$ cat src/rtl/pcd_pkg.sv
// Shared types and constants for the PCM channel downmix block.
package pcd_pkg;

	localparam int MAX_CHANNELS = 8;
	localparam int SAMPLE_W     = 32;
	localparam int SUM_W        = SAMPLE_W + $clog2(MAX_CHANNELS);
	localparam int CNT_W        = $clog2(MAX_CHANNELS);
	localparam int CHAN_W       = 4;
	localparam int DIV_STEPS    = SUM_W;
	localparam int STEP_W       = $clog2(DIV_STEPS + 1);
	localparam int ADDR_W       = 4;
	localparam int DATA_W       = 32;
	localparam int REG_IDX_W    = 2;

	localparam logic [REG_IDX_W-1:0] REG_SAMPLE_FORMAT = 2'd0;
	localparam logic [REG_IDX_W-1:0] REG_SRC_CHANNELS  = 2'd1;
	localparam logic [REG_IDX_W-1:0] REG_DEST_CHANNELS = 2'd2;

	localparam logic [1:0] FMT_16 = 2'd0;
	localparam logic [1:0] FMT_24 = 2'd1;

	typedef struct packed {
		logic [1:0]        sample_format;
		logic [CHAN_W-1:0] in_chans;
		logic [CHAN_W-1:0] out_chans;
	} cfg_t;

	typedef struct packed {
		logic signed [SAMPLE_W-1:0] sample_in;
		logic                       block_end;
	} in_word_t;

	typedef struct packed {
		logic signed [SAMPLE_W-1:0] sample_out;
		logic                       run_last;
		logic                       bad_layout;
		logic                       buffer_end;
	} out_word_t;

	typedef struct packed {
		logic                    start;
		logic signed [SUM_W-1:0] dividend;
		logic [CHAN_W-1:0]       divisor;
	} div_req_t;

	typedef struct packed {
		logic                    done;
		logic signed [SUM_W-1:0] quotient;
	} div_rsp_t;

	typedef enum logic [1:0] {
		ST_IDLE,
		ST_DIVIDE,
		ST_SEND_A,
		ST_SEND_B
	} state_t;

endpackage

$ cat src/rtl/pcm_channel_downmix.sv
// Top level of the PCM channel downmix block.
// Usage:
//   Input channel: one interleaved signed sample per word (src_valid, src_stall,
//   src_word), sign-extended from the width in sample_format. Output channel:
//   result words (dst_valid, dst_stall, dst_word), the last one of an input
//   flagged by run_last. Configuration goes over the APB port, at byte
//   addresses 0, 4 and 8; write it only while the block is idle, and each write
//   drops any partial frame.
//   A sample that does not close a frame is taken and the block is ready again
//   in the next cycle. A mono sample, a sample that closes a stereo pair
//   (halved by a shift) and a sample under an unsupported pairing load their
//   words from the next cycle on, and the next sample is taken only once they
//   are loaded. A sample that closes any other frame starts the serial
//   divider, one quotient bit a cycle; the quotient is then taken and both
//   words are loaded before the next sample is taken.
//   src_stall is high while a frame is divided or results are handed off.
//   dst_word sits in an output register; while dst_stall is high it holds a
//   valid word and the sequencer waits to load the next one.
//   Reset clears the frame sum and count and sets 16-bit, two to two.
module pcm_channel_downmix (
	input  logic                       clk,
	input  logic                       arst_n,
	input  logic                       src_valid,
	output logic                       src_stall,
	input  pcd_pkg::in_word_t          src_word,
	output logic                       dst_valid,
	input  logic                       dst_stall,
	output pcd_pkg::out_word_t         dst_word,
	input  logic                       psel,
	input  logic                       penable,
	input  logic                       pwrite,
	input  logic [pcd_pkg::ADDR_W-1:0] paddr,
	input  logic [pcd_pkg::DATA_W-1:0] pwdata,
	output logic [pcd_pkg::DATA_W-1:0] prdata,
	output logic                       pready
);
	import pcd_pkg::*;

	cfg_t      cfg;
	logic      cfg_wr;
	div_req_t  div_req;
	div_rsp_t  div_rsp;

	state_t    state_q, state_d;

	logic signed [SUM_W-1:0] sum_q;
	logic [CNT_W-1:0]        cnt_q;
	logic [SAMPLE_W-1:0]     val_q;
	logic                    bad_q;
	logic                    end_q;
	logic                    two_q;
	logic                    dvalid_q;
	out_word_t               dword_q;

	logic                    accept;
	logic signed [SUM_W-1:0] s_wide;
	logic signed [SUM_W-1:0] new_sum;
	logic signed [SUM_W-1:0] half_sum;
	logic [CNT_W:0]          new_cnt;
	logic                    src_ok;
	logic                    mono_up;
	logic                    pair_avg;
	logic                    frame_avg;
	logic                    bad;
	logic [CHAN_W-1:0]       target;
	logic                    frame_done;
	logic                    out_free;
	logic                    push;
	out_word_t               push_word;

	pcd_regs u_regs (
		.clk     (clk),
		.arst_n  (arst_n),
		.psel    (psel),
		.penable (penable),
		.pwrite  (pwrite),
		.paddr   (paddr),
		.pwdata  (pwdata),
		.prdata  (prdata),
		.pready  (pready),
		.cfg     (cfg),
		.cfg_wr  (cfg_wr)
	);

	pcd_div u_div (
		.clk    (clk),
		.arst_n (arst_n),
		.req    (div_req),
		.rsp    (div_rsp)
	);

	assign accept = src_valid && !src_stall;

	always_comb begin
		unique case (cfg.sample_format)
			FMT_16:  s_wide = SUM_W'($signed(src_word.sample_in[15:0]));
			FMT_24:  s_wide = SUM_W'($signed(src_word.sample_in[23:0]));
			default: s_wide = SUM_W'(src_word.sample_in);
		endcase
	end

	assign src_ok     = (cfg.in_chans >= CHAN_W'(1))
	                 && (32'(cfg.in_chans) <= MAX_CHANNELS);
	assign mono_up    = src_ok && cfg.in_chans == CHAN_W'(1)
	                 && cfg.out_chans == CHAN_W'(2);
	assign pair_avg   = src_ok && cfg.in_chans == CHAN_W'(2)
	                 && cfg.out_chans == CHAN_W'(1);
	assign frame_avg  = src_ok && !mono_up && cfg.out_chans == CHAN_W'(2);
	assign bad        = !mono_up && !pair_avg && !frame_avg;
	assign target     = pair_avg ? CHAN_W'(2) : cfg.in_chans;
	assign new_sum    = sum_q + s_wide;
	// add one to a negative sum so the shift truncates toward zero
	assign half_sum   = $signed(new_sum + {{(SUM_W-1){1'b0}}, new_sum[SUM_W-1]}) >>> 1;
	assign new_cnt    = {1'b0, cnt_q} + 1'b1;
	assign frame_done = (CHAN_W'(new_cnt) >= target);

	assign div_req.start    = accept && frame_avg && frame_done;
	assign div_req.dividend = new_sum;
	assign div_req.divisor  = target;

	assign out_free = !dvalid_q || !dst_stall;

	always_comb begin
		state_d = state_q;
		unique case (state_q)
			ST_IDLE: begin
				if (accept) begin
					priority if (mono_up)        state_d = ST_SEND_A;
					else if (bad)                state_d = ST_SEND_B;
					else if (frame_done && pair_avg) state_d = ST_SEND_B;
					else if (frame_done)         state_d = ST_DIVIDE;
					else                         state_d = ST_IDLE;
				end
			end
			ST_DIVIDE: begin
				if (div_rsp.done) state_d = two_q ? ST_SEND_A : ST_SEND_B;
			end
			ST_SEND_A: begin
				if (out_free) state_d = ST_SEND_B;
			end
			ST_SEND_B: begin
				if (out_free) state_d = ST_IDLE;
			end
			default: state_d = ST_IDLE;
		endcase
	end

	always_comb begin
		src_stall            = (state_q != ST_IDLE);
		push                 = 1'b0;
		push_word.sample_out = $signed(val_q);
		push_word.run_last   = (state_q == ST_SEND_B);
		push_word.bad_layout = bad_q;
		push_word.buffer_end = end_q;
		unique case (state_q)
			ST_SEND_A, ST_SEND_B: push = out_free;
			default:              push = 1'b0;
		endcase
	end

	always_ff @(posedge clk or negedge arst_n) begin
		if (!arst_n) begin
			state_q  <= ST_IDLE;
			sum_q    <= '0;
			cnt_q    <= '0;
			dvalid_q <= 1'b0;
		end else begin
			state_q <= state_d;
			if (push)          dvalid_q <= 1'b1;
			else if (!dst_stall) dvalid_q <= 1'b0;
			if (cfg_wr) begin
				sum_q <= '0;
				cnt_q <= '0;
			end else if (accept) begin
				// a closed frame, a block end, a pass-through or an unsupported layout drops the frame state
				if (mono_up || bad || frame_done || src_word.block_end) begin
					sum_q <= '0;
					cnt_q <= '0;
				end else begin
					sum_q <= new_sum;
					cnt_q <= new_cnt[CNT_W-1:0];
				end
			end
		end
	end

	always_ff @(posedge clk) begin
		if (accept) begin
			if (mono_up)       val_q <= SAMPLE_W'(s_wide);
			else if (pair_avg) val_q <= SAMPLE_W'(half_sum);
			else               val_q <= '0;
			bad_q <= bad;
			two_q <= mono_up || frame_avg;
			end_q <= src_word.block_end;
		end else if (state_q == ST_DIVIDE && div_rsp.done) begin
			val_q <= SAMPLE_W'(div_rsp.quotient);
		end
		if (push) dword_q <= push_word;
	end

	assign dst_valid = dvalid_q;
	assign dst_word  = dword_q;

endmodule

$ cat src/rtl/pcd_regs.sv
// APB configuration registers of the downmix block.
module pcd_regs (
	input  logic                       clk,
	input  logic                       arst_n,
	input  logic                       psel,
	input  logic                       penable,
	input  logic                       pwrite,
	input  logic [pcd_pkg::ADDR_W-1:0] paddr,
	input  logic [pcd_pkg::DATA_W-1:0] pwdata,
	output logic [pcd_pkg::DATA_W-1:0] prdata,
	output logic                       pready,
	output pcd_pkg::cfg_t              cfg,
	output logic                       cfg_wr
);
	import pcd_pkg::*;

	cfg_t                 cfg_q;
	logic [REG_IDX_W-1:0] idx;
	logic                 wr_en;

	assign idx    = paddr[ADDR_W-1:2];
	assign wr_en  = psel && penable && pwrite;
	assign pready = 1'b1;
	assign cfg    = cfg_q;

	always_ff @(posedge clk or negedge arst_n) begin
		if (!arst_n) begin
			cfg_q.sample_format <= FMT_16;
			cfg_q.in_chans      <= CHAN_W'(2);
			cfg_q.out_chans     <= CHAN_W'(2);
		end else if (wr_en) begin
			unique case (idx)
				REG_SAMPLE_FORMAT: cfg_q.sample_format <= pwdata[1:0];
				REG_SRC_CHANNELS:  cfg_q.in_chans      <= pwdata[CHAN_W-1:0];
				REG_DEST_CHANNELS: cfg_q.out_chans     <= pwdata[CHAN_W-1:0];
				default: ;
			endcase
		end
	end

	// writes past the register list leave the frame alone
	always_comb begin
		unique case (idx)
			REG_SAMPLE_FORMAT,
			REG_SRC_CHANNELS,
			REG_DEST_CHANNELS: cfg_wr = wr_en;
			default:           cfg_wr = 1'b0;
		endcase
	end

	always_comb begin
		unique case (idx)
			REG_SAMPLE_FORMAT: prdata = DATA_W'(cfg_q.sample_format);
			REG_SRC_CHANNELS:  prdata = DATA_W'(cfg_q.in_chans);
			REG_DEST_CHANNELS: prdata = DATA_W'(cfg_q.out_chans);
			default:           prdata = '0;
		endcase
	end

endmodule

$ cat src/rtl/pcd_div.sv
// Bit-serial signed divider, one quotient bit per cycle, truncating toward zero.
module pcd_div (
	input  logic              clk,
	input  logic              arst_n,
	input  pcd_pkg::div_req_t req,
	output pcd_pkg::div_rsp_t rsp
);
	import pcd_pkg::*;

	logic              busy_q;
	logic              done_q;
	logic [STEP_W-1:0] step_q;
	logic              neg_q;
	logic [SUM_W-1:0]  quo_q;
	logic [CHAN_W-1:0] rem_q;
	logic [CHAN_W-1:0] div_q;
	logic [CHAN_W:0]   trial;
	logic [CHAN_W:0]   diff;
	logic              fits;

	assign trial = {rem_q, quo_q[SUM_W-1]};
	assign diff  = trial - {1'b0, div_q};
	assign fits  = trial >= {1'b0, div_q};

	always_ff @(posedge clk or negedge arst_n) begin
		if (!arst_n) begin
			busy_q <= 1'b0;
			done_q <= 1'b0;
			step_q <= '0;
		end else begin
			done_q <= 1'b0;
			if (req.start) begin
				busy_q <= 1'b1;
				step_q <= STEP_W'(DIV_STEPS);
			end else if (busy_q) begin
				step_q <= step_q - 1'b1;
				if (step_q == STEP_W'(1)) begin
					busy_q <= 1'b0;
					done_q <= 1'b1;
				end
			end
		end
	end

	always_ff @(posedge clk) begin
		if (req.start) begin
			neg_q <= req.dividend[SUM_W-1];
			quo_q <= req.dividend[SUM_W-1] ? SUM_W'(-req.dividend) : SUM_W'(req.dividend);
			rem_q <= '0;
			div_q <= req.divisor;
		end else if (busy_q) begin
			// shift in the next dividend bit, take the quotient bit in at the low end
			rem_q <= fits ? diff[CHAN_W-1:0] : trial[CHAN_W-1:0];
			quo_q <= {quo_q[SUM_W-2:0], fits};
		end
	end

	assign rsp.done     = done_q;
	assign rsp.quotient = neg_q ? -$signed(quo_q) : $signed(quo_q);

endmodule

$ cat config.mk
export PLATFORM = sky130hd
export DESIGN_NAME = pcm_channel_downmix
export DESIGN_NICKNAME = d
export VERILOG_FILES = /design/src/rtl/pcd_pkg.sv /design/src/rtl/pcm_channel_downmix.sv /design/src/rtl/pcd_regs.sv /design/src/rtl/pcd_div.sv
export SDC_FILE = /design/constraint.sdc
export NUM_CORES = 1
export LEC_CHECK = 0
export ABC_AREA = 1
export BUFFER_PORTS_ARGS = -buffer_cell sky130_fd_sc_hd__buf_2
export CAP_MARGIN = 40
export CORE_MARGIN = 1
export CORE_UTILIZATION = 65
export CTS_CLUSTER_SIZE = 24
export DETAILED_ROUTE_END_ITERATION = 6
export PLACE_DENSITY = 0.88
export SYNTH_ARGS = -nofsm -noshare
export SYNTH_HDL_FRONTEND = slang
export SYNTH_SLANG_ARGS = --single-unit
export TNS_END_PERCENT = 100
$ cat constraint.sdc
create_clock -name clk -period 6.2 [get_ports clk]
set_input_delay 0.31 -clock clk [delete_from_list [all_inputs] [get_ports clk]]
set_output_delay 0.31 -clock clk [all_outputs]
set_load 0.02 [all_outputs]
Yosys cells after proc, flatten, opt, wreduce, memory -nomap -nowiden. Index checks and enable logic that the tools add are counted.

Input port bits: 76. Word-level logic and storage cells: 129. Flip-flop bits (word level): 173.

Equal/unequal tests: 16. Muxes and demuxes: 40. Magnitude comparators: 4. Reductions and logical operators: 40. $add $sub $neg: 7.

Operator list (number): two-way mux 35 bit (6); two-way mux 32 bit (5); one-hot mux 35 bit (2 select lines) (1); adder 35 bit (1); negator 35 bit (1); adder 33 x 1 -> 33 bit (1); negator 32 bit (1); logical AND 1 bit (16); two-way mux 2 bit (7); two-way mux 1 bit (12); two-way mux 6 bit (2); one-hot mux 4 bit (3 select lines) (1); two-way mux 3 bit (3); == test 4 x 1 -> 1 bit (second input constant) (2); == test 4 x 2 -> 1 bit (second input constant) (2); two-way mux 4 bit (2); one-hot mux 2 bit (4 select lines) (1); nonzero test 2 bit (4); == test 2 x 1 -> 1 bit (second input constant) (3); == test 2 bit (second input constant) (3); == test 6 x 1 -> 1 bit (second input constant) (1); zero test 1 bit (6); zero test 2 bit (3); != test 2 bit (second input constant) (3); other kinds (13) (20).

Depth between registers and ports, before layout. Gate-level depths: netlist (run 1).

Depth after elaboration: 15. Gate-level depth with buffers: 33. Gate-level depth less buffers: 33.

Hierarchy. From an unflattened synthesis (run 1), not the netlist that was laid out.

Cell total of the unflattened synthesis: 2004. Area total of the unflattened synthesis: 13828.3 sq um.

By module, submodules not included: pcm_channel_downmix (area an instance 8737.1 sq um, sequential area each 3128.0 sq um, times used 1, cells an instance 1289); pcd_div (area an instance 4359.2 sq um, sequential area each 1481.4 sq um, times used 1, cells an instance 613); pcd_regs (area an instance 732.0 sq um, sequential area each 252.7 sq um, times used 1, cells an instance 102).

Worst setup path after synthesis (run 1). OpenSTA, ideal clock, no wires.

Path kind: register to register. From: reg u_regs.cfg_q, in the netlist u_regs.cfg[9]. To: reg val_q[21] (data pin). Cell stages (with the launch flop): 31. Library setup time: 0.252 ns. Required time: 5.948 ns. Path slack: 2.340 ns. Data arrival time: 3.608 ns. Clock period less this slack: 3.860 ns. Cells stage by stage: dfrtp_1 > clkbuf_1 > a21oi_1 > nand2_1 > inv_1 > nor2_1 > ha_1 > nand2_1 > nor2_1 > inv_1 > nor3_1 > nand2_1 > nand2_1 > nand2_1 > nand2_2 > nand2_1 > inv_1 > ha_1 > inv_1 > nor2_1 > nand2_1 > nor2_1 > nand2_1 > nor2_1 > nand3_2 > nor2_4 > nand2_1 > o21ai_1 > o21ai_1 > nand2_1 > nand2_1.

Longest elaborated chain between the ends: 7. Elaborated cells between the ends (all ways): 8. Those cells by class: add/sub (2); eq/ne (1); mux (4); reduce/logical (1).

Ends and longest elaborated chain: start, declared (RTL line pcd_regs.sv:17) `cfg_t cfg_q;`; == test 2 x 1 -> 1 bit or zero test 2 bit (tied branches) (RTL line pcm_channel_downmix.sv:95) `unique case (cfg.sample_format)`; one-hot mux 35 bit (2 select lines) (*) (RTL line pcm_channel_downmix.sv:95); adder 35 bit (RTL line pcm_channel_downmix.sv:111) `assign new_sum = sum_q + s_wide;`; adder 33 x 1 -> 33 bit (RTL line pcm_channel_downmix.sv:113) `assign half_sum = $signed(new_sum + {{(SUM_W-1){1'b0}}, new_sum[SUM_W-1]}) >>> 1;`; two-way mux 32 bit (RTL line pcm_channel_downmix.sv:190) `else if (pair_avg) val_q <= SAMPLE_W'(half_sum);`; two-way mux 32 bit (*) (RTL line pcm_channel_downmix.sv:189) `if (mono_up) val_q <= SAMPLE_W'(s_wide);`; two-way mux 32 bit (*) (RTL line pcm_channel_downmix.sv:188) `if (accept) begin`; end signal, assigned (RTL line pcm_channel_downmix.sv:189); end signal, assigned (RTL line pcm_channel_downmix.sv:190); end signal, assigned (RTL line pcm_channel_downmix.sv:196) `val_q <= SAMPLE_W'(div_rsp.quotient);`; end, declared (RTL line pcm_channel_downmix.sv:48) `logic [SAMPLE_W-1:0] val_q;`.

Every way passes the cells marked *; elsewhere a longest branch is shown, timed or not. A chain may end at the register's enable or synchronous reset.

Worst setup path after layout (run 1).
From: reg u_regs.cfg_q, in the netlist u_regs.cfg[9]. To: reg val_q[19] (data pin).

Same word-level chain as after synthesis.

==> results by group, run 1 <==
Power
  • PD cells: 364 mW/mm^2
  • Seq pwr share: 38.0%
  • Clock share of power: 20.6%
  • Switching share of total power: 44.2%
  • Combinational power share: 41.4%
  • Total net switching power: 2320 uW
  • P_int: 2940 uW
  • Lkg Pwr: 0.00706 uW
  • VDD IR max: 0.215 mV

Synth
  • Largest family of logic cells by synthesized area: simple AND/OR/NAND/NOR gates
  • Post-synth EDFFs: 110
  • Share of the synthesized area in the top cell type: 24.9%
  • Mux cell area share after synthesis: 0%
  • Synthesized flop and latch total: 173
  • Ys flop type: edfxtp_1
  • Leading area contributor after synthesis: edfxtp_1
  • Main area contributors after synthesis: edfxtp_1 25%, nand2_1 18%, dfrtp_1 11%
  • Post-synth ARST share: 34.1%
  • Synth Area in Simple Gates: 35.0%
  • Synth Area in Compound Gates: 9.21%
  • Yosys cell types: 51
  • Synth Area in Adders: 5.31%
  • Cells after Synth: 1918
  • Post-synthesis sequential area ratio: 36.7%
  • Ys Warns: 0
  • Post-synth top cells: 629 x nand2_1, 244 x inv_1, 198 x nor2_1
  • Syn avg cell area: 6.91 sq um
  • Most common cell in the netlist: nand2_1
  • Post-Syn Area: 0.0132 sq mm
  • Xor/xnor share of the synthesized area: 3.77%

Die
  • Chip width: 145 microns
  • IO Pins: 146
  • Die Y-Extent: 145 microns
  • Core ar.: 0.0197 sq mm
  • Row count: 51
  • Die ar.: 0.0210 sq mm
  • Initial Util: 67.2%

Clocking
  • H-tree Lvls: 4
  • Clock Sinks: 173
  • CTS tree: yes
  • Post_cts resized: 0
  • Clk root buf: clkbuf_16
  • Number of setup buffers added after CTS: 0
  • Skew-Pair Late Insertion Delay: 440 ps
  • Hold_buf cts: 0
  • Clk pin slew, worst setup/hold paths: 80 ps
  • CTS max path bufs: 2
  • CTS Buf Count: 17

Timing
  • Final hold violation count: 0
  • Worst hold slack: 47.2 ps
  • Worst Skew: 16.1 ps
  • Post-route minimum period: 5340 ps
  • RSZ-0062 raised after global routing: no
  • Max transition margin: 42.3%
  • Least-Margin Pin Slew: 864 ps
  • Finish-stage setup viols: 0
  • Max Fclk: 187 MHz
  • Period utilization: 86.1%
  • Setup TNS: 0 ps
  • Final slew viol count: 0

Route
  • Vias per cell: 5.94
  • Drt wl/cell: 18.2 microns
  • Drt pass-1 iters: 7
  • Total length of routed wires: 41.4 mm
  • Vias: 13500
  • Number of remaining DRC errors: 2
  • Routed Antenna Nets: 0
  • Initial drt markers: 1603

Global routing
  • Vias in the first global route: 11900
  • Pin count of the biggest net entering global routing: 60
  • All-layer global routing usage: 41.1%
  • Initial antenna violation count: 0
  • First-pass GRT wire length: 64.4 mm
  • Total congestion overflow: 0

Placed design
  • DP HPWL: 31.7 mm
  • Port bufs: 86
  • Placer Congestion: 0.991

Finish
  • Proportion of layout cells with a drive suffix above 1: 9.48%
  • ANT cells: 0
  • Layout net count: 2122
  • Post-layout utilization of the core: 73.3%
  • P&R area growth vs syn: 9.13%

Critical path
  • Worst Setup End Kind: register
  • CP Data Arrival Time: 5650 ps
  • Crit Path Max Fanout: 12
  • Critical Path RT: 6510 ps
  • Critical path startpoint category: register
  • Crit Path Class: register to register
  • Worst Reg2Reg Path Length in Cells: 27

Job
  • Max-cap viol count: 0

Outcome
  • Failing checks: design-rule violations
  • Status: complete, but fails checks

Worst hold path
  • Worst min-delay path category: input pin to async pin
-- sequential cells by signal, summed over array words and instances, names as in the netlist --
register and cells:
u_div.step_q 6, u_div.neg_q 1, val_q 32, u_div.quo_q 35, u_div.done_q 1, u_div.div_q 4
two_q 1, u_div.busy_q 1, cnt_q 3, sum_q 35, dst_word 35, u_regs.cfg 10
u_div.rem_q 4, state_q 2, dst_valid 1, end_q 1, bad_q 1
-- worst paths after layout --
path	start	to	slack (ps)
hold / removal	arst_n	sum_q[3]	50
setup reg to reg	u_regs.cfg[9]	val_q[19]	860
hold reg to reg	val_q[25]	dst_word[28]	420
setup / recovery	u_regs.cfg[9]	val_q[19]	860
max in group asynchronous	arst_n	sum_q[28]	5590
min in group clk	src_word[0]	end_q	110
-- layout by cell type, fill, tap and decap left out, types with 9 or more instances in the layout --
| master | n |
|---|---|
| buf_2 | 86 |
| o211ai_1 | 9 |
| nand3_2 | 11 |
| conb_1 | 29 |
| nand2_2 | 10 |
| xnor2_1 | 9 |
| clkbuf_16 | 17 |
| xor2_1 | 35 |
| nand4_1 | 21 |
| inv_1 | 244 |
| nand2_1 | 629 |
| o21ai_1 | 14 |
| nor2_1 | 197 |
| nor3_1 | 36 |
| a31oi_1 | 11 |
| edfxtp_1 | 110 |
| o21ai_0 | 117 |
| ha_1 | 53 |
| dfrtp_1 | 57 |
| a21oi_1 | 59 |
| nand3_1 | 141 |
-- power by group through the flow --
stage	sequential (uW)	clock (uW)	combinational (uW)
final	2000	1080	2180
after global routing	2040	1120	2400
after global placement	1970	0	1960
after CTS	1990	1070	2130
after floorplan	2070	0	1380
after detailed placement	2000	0	2100
-- worst max-delay path, stage by stage (launching register included) --
cell      delay, ps
dfrtp_1         630
clkinv_1        360
o21ai_0         410
inv_1           210
ha_1            430
inv_1            80
o21ai_0         250
nand3_1         110
nand3_1         110
nor2_1           50
nand2_1          70
nand2_1          60
nand2_2         140
nand2_1         110
inv_1           120
ha_1            190
inv_1            50
nor2_1          130
nand2_1          90
nor2_1          210
nand2_1         170
nor2_1          220
nand3_2         140
nor2_4          180
nor2_1           50
o21ai_0         440
nand2_1         100
nand2_1          80
-- kinds of logic (layout without fill, tap and decap cells) --
kind of cell    Yosys count  in the layout
simple gates           1089           1089
buf+inv                 320            379
fa+ha+maj                55             55
compound gates          228            228
flops                   173            173
other cells               2             29
xor+xnor                 51             51
-- metrics by stage --
stage | area, sq um | setup slack, ps | total power, uW | instances
floorplan | 13300 | 2340 | 3450 | 1945
finish | 14500 | 861 | 5260 | 2269
CTS | 14500 | 1110 | 5180 | 2269
global route | 14500 | 465 | 5550 | 2269
global placement | 13800 | 1300 | 3930 | 2234
detailed placement | 13900 | 1180 | 4100 | 2237
-- routing by layer --
layer / GRT usage [%] / part of all wire (%) / vias to the layer above
met2: 63.0 / 44 / 959
met4: 14.7 / 3.9 / 0
met5: 0 / 0 / -
met3: 7.04 / 12 / 140
li1: - / - / 6286
met1: 58.2 / 41 / 6102
-- cell type report --
cell class,instances,area (sq um)
tap,265,332
fill,1528,5260
multi-input combinational,1452,7200
clock buffer,18,429
inverter,250,938
clock inverter,14,148
sequential,173,4860
timing repair buffer,97,546
Power figures use the tool's default switching activity.
==> run 2: changes to the inputs <==
CORE_UTILIZATION = 55   (was 65)
PLACE_DENSITY = 0.8   (was 0.88)
clock period = 4.4 ns   (was 6.2 ns; I/O delays follow)
==> run 2 against run 1 <==
  * The run now ends clean
  * Worst hold slack lost 8.5 ps
  * Worst setup slack lost 610 ps
  * Clock-buffer cell count is the same
  * Non-clock buffer count grew 36
  * Wire length shrank 1.4%
  * Global-route usage shrank 7.3 points
==> results by group, run 2 (synthesis gave the netlist of run 1 again) <==
Placed design
  • DP HPWL: 31.7 mm
  • Area of placed instances: 0.0142 sq mm
  • Port bufs: 86
  • Worst slack at placement: 139 ps
  • Placer Congestion: 0.941

Critical path
  • Worst Setup End Kind: register
  • Reg2reg end: val_q[25]
  • Worst R2R Start: u_regs.cfg[9]
  • Crit Path Max Fanout: 6
  • CP Data Arrival Time: 4450 ps
  • Critical path startpoint category: register
  • Worst path slowest cell: dfrtp_2
  • Worst R2R Setup Slack: 250 ps
  • Slowest stage delay, CP: 410 ps
  • Worst Reg2Reg Path Length in Cells: 31
  • Crit Path Class: register to register
  • CP most frequent cell: nand2_1
  • Critical Path RT: 4700 ps

Timing
  • Post-route minimum period: 4150 ps
  • Least-Margin Pin Slew: 833 ps
  • Final hold violation count: 0
  • Setup TNS: 0 ps
  • Worst Skew: 18.6 ps
  • Period utilization: 94.2%
  • Final slew viol count: 0
  • Max transition margin: 44.5%
  • Max Fclk: 241 MHz
  • Worst Slack Setup Final: 254 ps
  • Worst hold slack: 38.7 ps
  • Finish-stage setup viols: 0

Clocking
  • H-tree Lvls: 4
  • Clk pin slew, worst setup/hold paths: 90 ps
  • Clk root buf: clkbuf_16
  • CTS Buf Count: 17
  • CTS tree: yes
  • CTS max path bufs: 2
  • Clock Sinks: 173
  • Skew-Pair Late Insertion Delay: 440 ps

Worst hold path
  • Hold EP: end_q
  • Worst min-delay path category: input pin to register
  • Hold depth: 1
  • Min-delay src: src_word[0]

Power
  • VDD IR max: 0.359 mV
  • PD cells: 500 mW/mm^2
  • Lkg Pwr: 0.00724 uW

Finish
  • Layout net count: 2158
  • Most frequent cells in the layout: 622 x nand2_1, 242 x inv_1, 187 x nor2_1
  • Finished Cell Area: 0.0149 sq mm
  • Post-layout utilization of the core: 63.4%
  • P&R area growth vs syn: 12.7%
  • Proportion of layout cells with a drive suffix above 1: 12.5%
  • ANT cells: 0
  • Most common cell after layout, fill and taps aside: nand2_1

Die
  • IO Pins: 146
  • Initial Util: 56.3%
  • Die Y-Extent: 157 microns
  • Row count: 56
  • Core ar.: 0.0235 sq mm
  • Die ar.: 0.0247 sq mm
  • Chip width: 157 microns

Global routing
  • All-layer global routing usage: 33.7%
  • Initial antenna violation count: 0
  • Total congestion overflow: 0
  • Pin count of the biggest net entering global routing: 60
  • Vias in the first global route: 11700
  • First-pass GRT wire length: 62.8 mm

Route
  • Drt wl/cell: 17.3 microns
  • Vias per cell: 5.56
  • Drt pass-1 iters: 7
  • Total length of routed wires: 40.8 mm
  • Vias: 13100
  • Number of remaining DRC errors: 0
  • Initial drt markers: 1445
  • Routed Antenna Nets: 0

Job
  • Max-cap viol count: 0

Outcome
  • Status: complete, no violations
run 2: worst max-delay path by stage:
stage	start	end	slack [ps]	depth (start not counted)
detailed placement	u_regs.cfg[9]	val_q[19]	140	32
global placement	u_regs.cfg[9]	val_q[21]	230	32
CTS	u_regs.cfg[9]	val_q[19]	100	32
floorplan	u_regs.cfg[9]	val_q[21]	540	30
finish	u_regs.cfg[9]	val_q[25]	250	31
global route	u_regs.cfg[9]	val_q[21]	-4	30
run 2: metal layers:
metal / global-route usage [%] / vias up / share of wire [%]
met1: 48.7 / 6066 / 44
met5: 0 / - / 0
li1: - / 6341 / -
met3: 5.40 / 40 / 9.8
met2: 52.3 / 663 / 44
met4: 8.88 / 0 / 1.9
run 2: where the power goes:
group	switching [uW]	total [uW]	internal, uW
registers	311	2780	2470
logic	2140	3130	991
clock network	787	1560	769
total	3240	7470	4230
run 2: cell type report:
class                   instances  area [sq um]
fillers                      2163          8610
multi-input cells            1452          7310
flip-flops and latches        173          4860
inverters                     250           942
repair buffers                133           810
clock buffers                  18           429
well taps                     319           399
clock inverters                14           173
run 2: per-stage QoR:
| stage | instances | total power [uW] |
|---|---|---|
| 4_1_cts | 2355 | 7370 |
| 6_report | 2359 | 7470 |
| 2_1_floorplan | 1945 | 4860 |
| 3_3_place_gp | 2320 | 5660 |
| 5_1_grt | 2359 | 7960 |
| 3_5_place_dp | 2322 | 5810 |
run 2: critical path: cells and delay by family (launching register included):
kind | cells | cell delay, ps
AOI/OAI and AO/OA | 2 | 250
adders and majority gates | 2 | 500
buffers and inverters | 7 | 750
DFF | 1 | 410
and+or+nand+nor | 20 | 2090
run 2: repair_timing:
item	in CTS	in global routing
hold buffers	1	0
gates resized for setup	0	42
setup endpoints to repair	0	11
buffers inserted	0	4
endpoints found under the hold margin	30	0
